[config.mk]
export PLATFORM = sky130hd
export DESIGN_NAME = pcpa_heads
export DESIGN_NICKNAME = d
export VERILOG_FILES = /design/src/rtl/pcpa_pkg.sv /design/src/rtl/pcpa_heads.sv
export SDC_FILE = /design/constraint.sdc
export NUM_CORES = 1
export LEC_CHECK = 0
export ABC_AREA = 1
export BUFFER_PORTS_ARGS = -buffer_cell sky130_fd_sc_hd__buf_2
export CAP_MARGIN = 20
export CORE_MARGIN = 2
export CORE_UTILIZATION = 30
export CTS_CLUSTER_SIZE = 25
export DETAILED_ROUTE_END_ITERATION = 10
export GPL_TIMING_DRIVEN = 0
export PLACE_DENSITY = 0.46
export SYNTH_ARGS = -nofsm -noshare
export SYNTH_HDL_FRONTEND = slang
export SYNTH_SLANG_ARGS = --single-unit
[constraint.sdc]
create_clock -name clk -period 2.6 [get_ports clk]
set_input_delay 0.65 -clock clk [delete_from_list [all_inputs] [get_ports clk]]
set_output_delay 0.65 -clock clk [all_outputs]
set_load 0.02 [all_outputs]
[src/rtl/pcpa_pkg.sv]
`timescale 1ns / 1ps
// shared types, codes and sizes for the per-cpu page allocator
// no dependencies

package pcpa_pkg;

    localparam int NUM_PAGES = 32768;
    localparam int NUM_CPUS  = 8;

    localparam int FRAME_W   = 24;
    localparam int CPU_ID_W  = 3;
    localparam int STATUS_W  = 2;
    localparam int CFG_IDX_W = 1;
    localparam int PAGE_W    = $clog2(NUM_PAGES);
    localparam int CPU_W     = (NUM_CPUS > 1) ? $clog2(NUM_CPUS) : 1;

    // request types
    localparam logic REQ_ALLOC = 1'b0;
    localparam logic REQ_FREE  = 1'b1;

    // result status codes
    localparam logic [STATUS_W-1:0] ST_OK       = 2'd0;
    localparam logic [STATUS_W-1:0] ST_OOM      = 2'd1;
    localparam logic [STATUS_W-1:0] ST_BAD_FREE = 2'd2;

    // configuration register indexes
    localparam logic [CFG_IDX_W-1:0] CFG_FIRST_FRAME = 1'd0;
    localparam logic [CFG_IDX_W-1:0] CFG_TOP_FRAME   = 1'd1;

    localparam logic [FRAME_W-1:0] FIRST_FRAME_RST = 24'd524288;
    localparam logic [FRAME_W-1:0] TOP_FRAME_RST   = 24'd557056;

    // list head or next link: valid bit and page index
    typedef struct packed {
        logic              valid;
        logic [PAGE_W-1:0] idx;
    } link_t;

    localparam int LINK_W = PAGE_W + 1;

    // head lookup result
    typedef struct packed {
        logic             found;
        logic [CPU_W-1:0] cpu;
        link_t            head;
    } head_sel_t;

    // head write
    typedef struct packed {
        logic             we;
        logic [CPU_W-1:0] cpu;
        link_t            head;
    } head_upd_t;

endpackage

[src/rtl/pcpa_heads.sv]
`timescale 1ns / 1ps
// per-cpu list head registers with own-or-steal selection
// depends on pcpa_pkg

module pcpa_heads (
    input  logic                        clk,
    input  logic                        rst_n,
    input  logic [pcpa_pkg::CPU_W-1:0]  cpu,
    input  logic                        is_free,
    input  pcpa_pkg::head_upd_t         upd,
    output pcpa_pkg::head_sel_t         sel
);
    import pcpa_pkg::*;

    link_t            heads_reg [NUM_CPUS];
    logic [CPU_W-1:0] lowest;
    logic             any_valid;
    logic [CPU_W-1:0] sel_cpu;

    // lowest-numbered cpu with a nonempty list
    always_comb
    begin
        lowest    = '0;
        any_valid = 1'b0;
        for (int i = NUM_CPUS - 1; i >= 0; i--)
        begin
            if (heads_reg[i].valid)
            begin
                lowest    = CPU_W'(i);
                any_valid = 1'b1;
            end
        end
    end

    // a free always uses its own list, an alloc steals only when its own is empty
    assign sel_cpu   = (is_free || heads_reg[cpu].valid) ? cpu : lowest;
    assign sel.cpu   = sel_cpu;
    assign sel.head  = heads_reg[sel_cpu];
    assign sel.found = any_valid;

    always_ff @(posedge clk or negedge rst_n)
    begin
        if (!rst_n)
        begin
            for (int i = 0; i < NUM_CPUS; i++)
            begin
                heads_reg[i].valid <= 1'b0;
                heads_reg[i].idx   <= '0;
            end
        end
        else if (upd.we)
        begin
            heads_reg[upd.cpu] <= upd.head;
        end
    end

endmodule

==> results of run 1 <==
==> report_power, final <==
part	switching (µW)	total [µW]	leakage, µW	internal (µW)
clock network	926	2450	0.000278	1520
registers	201	2570	0.00160	2370
logic	1310	2250	0.00253	933
total	2440	7260	0.00441	4820
==> cell usage after synthesis (all sizes together) <==
cell    number
nand2      298
inv        155
nand3      140
o21ai      130
dfrtp      128
buf         29
clkbuf      25
nor2         6
nor3         3
a21oi        2
nand4        1
==> cell type report <==
type	count	area (µm²)
Fill cell	2367	13200
Clock buffer	20	447
Inverter	155	584
Sequential cell	128	3210
Buffer	54	449
Clock inverter	11	140
Timing Repair Buffer	61	589
Tap cell	280	350
Multi-Input combinational cell	580	2820
==> per-layer routing <==
metal,wire [µm],GRT usage,part of all wire
met1,10000,0.249,0.47
met2,10200,0.295,0.49
met5,0,0,0
met4,235,0.0511,0.011
met3,613,0.0265,0.029
==> per-stage QoR <==
stage / cell area [µm²] / total power, µW / TNS, ps
3_5_place_dp: 7240 / 4350 / -10450
3_3_place_gp: 7200 / 4330 / -139090
4_1_cts: 8240 / 7100 / -6570
6_report: 8580 / 7260 / -7350
2_1_floorplan: 6630 / 3760 / 0
5_1_grt: 8580 / 7690 / -9390
==> what timing repair did <==
item                                    CTS  global route
resized for setup                       101            61
pin swaps                                 8            15
buffers inserted                          8             1
endpoints found under the setup margin   19            19
gates cloned                              1             5
==> worst paths after layout <==
kind | start | to | slack, ps | cells past startpoint
worst max-delay path | heads_reg[47]$_DFFE_PN0P_ | sel[10] | -460 | 15
worst min-delay path | rst_n | heads_reg[91]$_DFFE_PN0P_ | 130 | 1
worst max register to register | heads_reg[95]$_DFFE_PN0P_ | heads_reg[95]$_DFFE_PN0P_ | 1860 | 2
worst min register to register | heads_reg[117]$_DFFE_PN0P_ | heads_reg[117]$_DFFE_PN0P_ | 480 | 2
max in group asynchronous | rst_n | heads_reg[63]$_DFFE_PN0P_ | 1660 | 2
min in group clk | upd[1] | heads_reg[1]$_DFFE_PN0P_ | 440 | 3
==> cells by family (layout without fill, tap and decap cells) <==
group,Yosys count,after routing,share of synthesized area
and+or+nand+nor,448,448,0.285
buffers and inverters,209,301,0.131
AOI/OAI and AO/OA,132,132,0.101
DFF,128,128,0.483
==> metrics, run 1 <==
worst hold slack 135 ps; Final period util 1.18; failing checks negative setup slack; WL/cell 16.4 µm; first-pass GRT wire length 32.7 mm; Crit path arrival time 2410 ps; TritonCTS clock tree yes; Initial Util 0.305; Core Box Area 0.0218 mm²; Ys Warns 0; max incr delay on CP 430 ps; dpl cells 1243; syn_nets 943; outcome finished with violations; TritonRoute pass-1 iters 5; HP Class input pin to async pin; CP top delay family simple AND/OR/NAND/NOR gates; number of buffers and inverters on the critical path 3; Lkg Pwr 0.00441 µW; critical setup path kind flop to primary output; number of synthesized register bits 128; Max-Cap Viols 0; startpoint types flop; vias in the first global route 5731; post-route setup slack -460 ps; Vias 5904; Worst-path clk slew 60 ps; pre-CTS setup slack -677 ps; clock sinks 128; Tot GR Track Use 0.180; minimum clock period 3060 ps; Fmax 0.327 GHz; skew final 0 ps; vias per std cell 4.58; DIE AREA 0.0233 mm²; Critical Path Slowest Stage Cell dfrtp_2; cell repeated most along the worst path nand2_1; Distinct cells, synth 19; Largest register FFs 128; die height 153 µm; CP Capture Type primary output; count of pins over their slew limit 0; fin cells 1289; share of cells above drive strength 1 0.197; VDD IR max 0.000509 V; cell taking the most area after synthesis dfrtp_1; final global-route overflow total 0; Synth Cell Area 0.00663 mm²; largest cells by area after synthesis dfrtp_1 48%, nand2_1 17%, nand3_1 10%; register area share after synthesis 0.483; Setup Viol. Count Final 19; CP cell instances nand2_1 -> nand3_1 -> nand3_2 -> nand2_2 -> nor2_4 -> nand2_4 -> nand2_8 -> clkbuf_16 -> clkbuf_16 -> nand2_1 -> nand3_1 -> nand2_1 -> nand2_1 -> nand2_2 -> buf_6; Buffers on Ports 45; Syn-to-layout area delta 29.5%; final core utilization 0.394; post-synth top area share 0.483; gpl congestion 0.808; Boundary Pins 46; RSZ-0062 raised after global routing yes; Root Buffer clkbuf_16; actual slew at the worst max-slew pin 670 ps; Gate Count Post-Synth 917; most frequent cells in the layout 255 x nand2_1, 149 x inv_1, 128 x o21ai_0; post-DP HPWL 15.3 mm; diode count 0; Die W 153 µm; CTS Hold Bufs 0; crit-path max FO 5; largest net degree at the start of global routing 92; Max Buffers Root-to-Sink 2; commonest non-fill, non-tap cell in the layout nand2_1; 1st-iter DRT viols 289; Clock Latency Late Sink 430 ps; Fin. Hold Viols 0; Routed Antenna Nets 0; final net count 1023; Num CTS Buffers 17; Avg Cell Area, Syn 7.23 µm²; antenna violations before repair 0; Pwr per Cell Area 846 mW/mm²; Worst EP required 1950 ps; normalized max-slew margin 0.550; H-Tree Level Count 4; Row Count 54; DRC 0; Total Wirelength 21.1 mm
Power figures use the tool's default switching activity.
==> inputs of run 2 (changes only) <==
--- a/config.mk
+++ b/config.mk
@@ -8,6 +8,7 @@
 export ABC_AREA = 1
 export BUFFER_PORTS_ARGS = -buffer_cell sky130_fd_sc_hd__buf_2
 export CAP_MARGIN = 20
+export CORE_ASPECT_RATIO = 1.2
 export CORE_MARGIN = 2
 export CORE_UTILIZATION = 30
 export CTS_CLUSTER_SIZE = 25
==> metrics, run 2 (same netlist as run 1, synthesis figures left out) <==
dpl cells 1237; Core Box Area 0.0217 mm²; normalized max-slew margin 0.500; DIE AREA 0.0233 mm²; Setup Viol. Count Final 19; crit-path max FO 10; largest net degree at the start of global routing 68; Vias 6076; commonest non-fill, non-tap cell in the layout nand2_1; HP Class input pin to async pin; RSZ-0062 raised after global routing yes; Fin. Hold Viols 0; total power 7590 µW; DRC 0; Boundary Pins 46; Total Wirelength 22.6 mm; grt met2 use 0.342; CP Capture Type primary output; vias in the first global route 6231; Worst EP required 1950 ps; Lkg Pwr 0.00459 µW; grt met3 use 0.0311; gpl congestion 0.831; first-pass GRT wire length 35.8 mm; fin cells 1300; final core utilization 0.416; WL/cell 17.4 µm; final global-route overflow total 0; diode count 0; Max Buffers Root-to-Sink 2; final net count 1039; Tot GR Track Use 0.200; startpoint types flop; share of cells above drive strength 1 0.244; Row Count 59; failing checks negative setup slack; final setup TNS -6160 ps; Fmax 0.334 GHz; antenna violations before repair 0; Final period util 1.15; post-route setup slack -394 ps; H-Tree Level Count 4; VDD IR max 0.000438 V; Root Buffer clkbuf_16; Largest register FFs 128; critical setup path kind flop to primary output; minimum clock period 2990 ps; Buffers on Ports 45; Syn-to-layout area delta 36.2%; Initial Util 0.305; die height 167 µm; Worst-path clk slew 60 ps; post-DP HPWL 15.9 mm; skew final 0 ps; worst hold slack 201 ps; actual slew at the worst max-slew pin 744 ps; clock sinks 128; Max-Cap Viols 0; Die W 140 µm; Routed Antenna Nets 0; gr busiest metal met2; TritonRoute pass-1 iters 5; vias per std cell 4.67; Crit path arrival time 2340 ps; Num CTS Buffers 17; outcome finished with violations; grt met1 use 0.259; count of pins over their slew limit 0; 1st-iter DRT viols 310; TritonCTS clock tree yes; most frequent cells in the layout 236 x nand2_1, 149 x inv_1, 128 x o21ai_0; Pwr per Cell Area 842 mW/mm²; Clock Latency Late Sink 420 ps
[run 2: power by group]
part	leakage (µW)	internal, µW	switching [µW]
Clock	0.000289	1530	994
Combinational	0.00270	1070	1440
Sequential	0.00160	2370	195
Total	0.00459	4970	2630
[run 2: through the flow]
| stage | cell area (µm²) | setup WS, ps |
|---|---|---|
| 2_1_floorplan | 6630 | 57.0 |
| 6_report | 9020 | -394 |
| 3_5_place_dp | 7230 | -756 |
| 4_1_cts | 8720 | -400 |
| 5_1_grt | 9020 | -549 |
| 3_3_place_gp | 7190 | -1050 |
[run 2: layer usage]
metal  up-vias  wire length (µm)
met2        98             11300
met1      2913             10200
met3        24               620
met5         -                 0
li1       3041                 -
met4         0               477
[run 2: cell type report]
type | instances | area [µm²]
Buffer | 54 | 477
Multi-Input combinational cell | 580 | 3000
Sequential cell | 128 | 3210
Timing Repair Buffer | 77 | 795
Tap cell | 274 | 343
Clock inverter | 14 | 185
Clock buffer | 18 | 429
Inverter | 155 | 589
Fill cell | 2294 | 12700
[run 2: final timing paths]
kind / end / start / depth (start not counted) / slack [ps]
worst max register to register: heads_reg[63]$_DFFE_PN0P_ / heads_reg[63]$_DFFE_PN0P_ / 4 / 1630
worst min register to register: heads_reg[116]$_DFFE_PN0P_ / heads_reg[116]$_DFFE_PN0P_ / 2 / 480
min in group clk: heads_reg[12]$_DFFE_PN0P_ / upd[12] / 3 / 450
max in group asynchronous: heads_reg[20]$_DFFE_PN0P_ / rst_n / 2 / 1620
worst min-delay path: heads_reg[2]$_DFFE_PN0P_ / rst_n / 1 / 200
worst max-delay path: sel[13] / heads_reg[47]$_DFFE_PN0P_ / 11 / -390
[run 2: what timing repair did]
action,in CTS,in global routing
pin swaps,20,38
gates cloned,5,2
hold buffers,0,0
gates resized for setup,171,55
endpoints found under the setup margin,19,19
hold endpoints to repair,0,0
buffers inserted,20,5
[run 2: worst max-delay path, stage by stage, from the launching register on]
cell,delay (ps)
dfrtp_1,410
nand2_1,90
nand3_2,100
nand3_4,120
nand3_4,140
o21ai_4,260
buf_4,270
nand3_1,160
nand2_2,100
nand2_2,70
nand2_2,80
buf_6,120
==> inputs of run 3 (changes only) <==
--- a/config.mk
+++ b/config.mk
@@ -5,7 +5,6 @@
 export SDC_FILE = /design/constraint.sdc
 export NUM_CORES = 1
 export LEC_CHECK = 0
-export ABC_AREA = 1
 export BUFFER_PORTS_ARGS = -buffer_cell sky130_fd_sc_hd__buf_2
 export CAP_MARGIN = 20
 export CORE_ASPECT_RATIO = 1.2
@@ -14,7 +13,9 @@
 export CTS_CLUSTER_SIZE = 25
 export DETAILED_ROUTE_END_ITERATION = 10
 export GPL_TIMING_DRIVEN = 0
-export PLACE_DENSITY = 0.46
+export PLACE_DENSITY = 0.47
+export REMOVE_ABC_BUFFERS = 1
 export SYNTH_ARGS = -nofsm -noshare
 export SYNTH_HDL_FRONTEND = slang
 export SYNTH_SLANG_ARGS = --single-unit
+export TNS_END_PERCENT = 1
==> metrics, run 3 <==
Vias 4279; post-route cell area 0.00811 mm²; die height 160 µm; number of synthesized register bits 128; RSZ-0062 raised after global routing yes; share of cells above drive strength 1 0.468; Pwr per Cell Area 906 mW/mm²; Synth Cell Area 0.00611 mm²; Root Buffer clkbuf_16; final global-route overflow total 0; failing checks negative setup slack; most frequent cells after synthesis 128 x dfrtp_1, 100 x mux2_2, 47 x mux2i_1; crit-path max FO 8; Total Wirelength 16.4 mm; Syn-to-layout area delta 32.7%; clock sinks 128; Ys Warns 0; count leader, synth dfrtp_1; Buffers on Ports 45; Initial Util 0.304; post-synth top area share 0.524; normalized max-slew margin 0.534; Top FF cell, synth dfrtp_1; pre-CTS setup slack -2050 ps; vias per std cell 5.08; total power 7350 µW; Die W 134 µm; skew final 0 ps; Core Box Area 0.0201 mm²; TritonCTS clock tree yes; minimum clock period 3330 ps; register area share after synthesis 0.524; antenna violations before repair 0; H-Tree Level Count 4; Routed Antenna Nets 0; Worst EP required 1950 ps; Async S/R FF share, synth 1.00; largest cells by area after synthesis dfrtp_1 52%, mux2_2 18%, mux2i_1 7.7%; startpoint types flop; diode count 0; Row Count 57; Num CTS Buffers 17; WL/cell 19.5 µm; Fin. Hold Viols 0; cell taking the most area after synthesis dfrtp_1; DIE AREA 0.0215 mm²; Max-Cap Viols 0; post-DP HPWL 9.58 mm; Avg Cell Area, Syn 12.2 µm²; critical setup path kind flop to primary output; CP Capture Type primary output; first-pass GRT wire length 25.9 mm; Max Buffers Root-to-Sink 2; Setup Viol. Count Final 19; final setup TNS -12060 ps; Final period util 1.28; Post-synth EDFFs 0; Crit path arrival time 2680 ps; Clock Latency Late Sink 410 ps; Boundary Pins 46; largest net degree at the start of global routing 89; Largest register FFs 128; vias in the first global route 4499; VDD IR max 0.000525 V; final net count 591; Distinct cells, synth 38; Placed Area 0.00676 mm²; Tot GR Track Use 0.160; most frequent cells in the layout 122 x dfrtp_1, 100 x mux2_2, 41 x mux2i_1; DRC 0; actual slew at the worst max-slew pin 696 ps; post-route setup slack -733 ps; 1st-iter DRT viols 163; commonest non-fill, non-tap cell in the layout dfrtp_1; worst hold slack 149 ps; count of pins over their slew limit 0; Lkg Pwr 0.00347 µW; gpl congestion 0.726; Gate Count Post-Synth 500; HP Class input pin to async pin; outcome finished with violations; Fmax 0.300 GHz; Worst-path clk slew 50 ps; number of fill cells 1891; TritonRoute pass-1 iters 4
-- run 3: final cells by class --
cell class / count / area [µm²] / area share
clock inverter: 5 / 100 / 0.0123
sequential: 128 / 3210 / 0.396
timing repair buffer: 78 / 790 / 0.0973
tap: 265 / 332 / 0.0409
inverter: 34 / 144 / 0.0177
clock buffer: 26 / 509 / 0.0628
multi-input combinational: 306 / 3030 / 0.373
-- run 3: final timing paths --
kind,from,depth (start not counted),slack [ps],to
setup / recovery,heads_reg[63]$_DFFE_PN0P_,8,-730,sel[13]
hold / removal,rst_n,1,150,heads_reg[3]$_DFFE_PN0P_
setup reg to reg,heads_reg[95]$_DFFE_PN0P_,3,1720,heads_reg[95]$_DFFE_PN0P_
hold reg to reg,heads_reg[17]$_DFFE_PN0P_,1,500,heads_reg[17]$_DFFE_PN0P_
max in group asynchronous,rst_n,2,1650,heads_reg[15]$_DFFE_PN0P_
min in group clk,heads_reg[17]$_DFFE_PN0P_,1,500,heads_reg[17]$_DFFE_PN0P_
-- run 3: worst max-delay path, cell delays in order (launching register included) --
cell,delay [ps]
dfrtp_2,440
mux2_4,300
a22oi_4,250
o211a_4,360
clkbuf_16,240
mux2i_4,260
o221ai_4,120
o2bb2ai_2,150
buf_6,140
-- run 3: where the power goes --
group / total, µW / internal, µW / leakage (µW) / switching, µW
combinational: 2250 / 1100 / 0.00163 / 1150
sequential: 2670 / 2430 / 0.00154 / 236
clock: 2430 / 1630 / 0.000300 / 804
-- run 3: repair_timing --
item | CTS | global route
hold buffers | 0 | 0
hold endpoints to repair | 0 | 0
setup endpoints to repair | 19 | 19
setup buffers | 19 | 0
cloned | 3 | 1
resized for setup | 58 | 42
pin swaps | 22 | 11
-- run 3: layer usage --
layer / GRT usage / vias to the layer above / wire, µm
met1: 0.210 / 2217 / 7350
met4: 0.0603 / 0 / 434
li1: - / 1953 / -
met3: 0.0369 / 24 / 596
met2: 0.257 / 85 / 8020
met5: 0 / - / 0
-- run 3: metrics by stage --
stage | util | instances
after global placement | 0.323 | 776
after floorplan | - | 466
after CTS | 0.392 | 842
after detailed placement | 0.336 | 789
final | 0.403 | 842
after global routing | 0.403 | 842
-- run 3: cell families (layout without fill, tap and decap cells) --
logic type,after synthesis,in the layout,synth area share
buffers and inverters,68,143,0.0489
muxes,149,149,0.267
AOI/OAI and AO/OA,87,87,0.105
DFF,128,128,0.524
and+or+nand+nor,68,70,0.0543
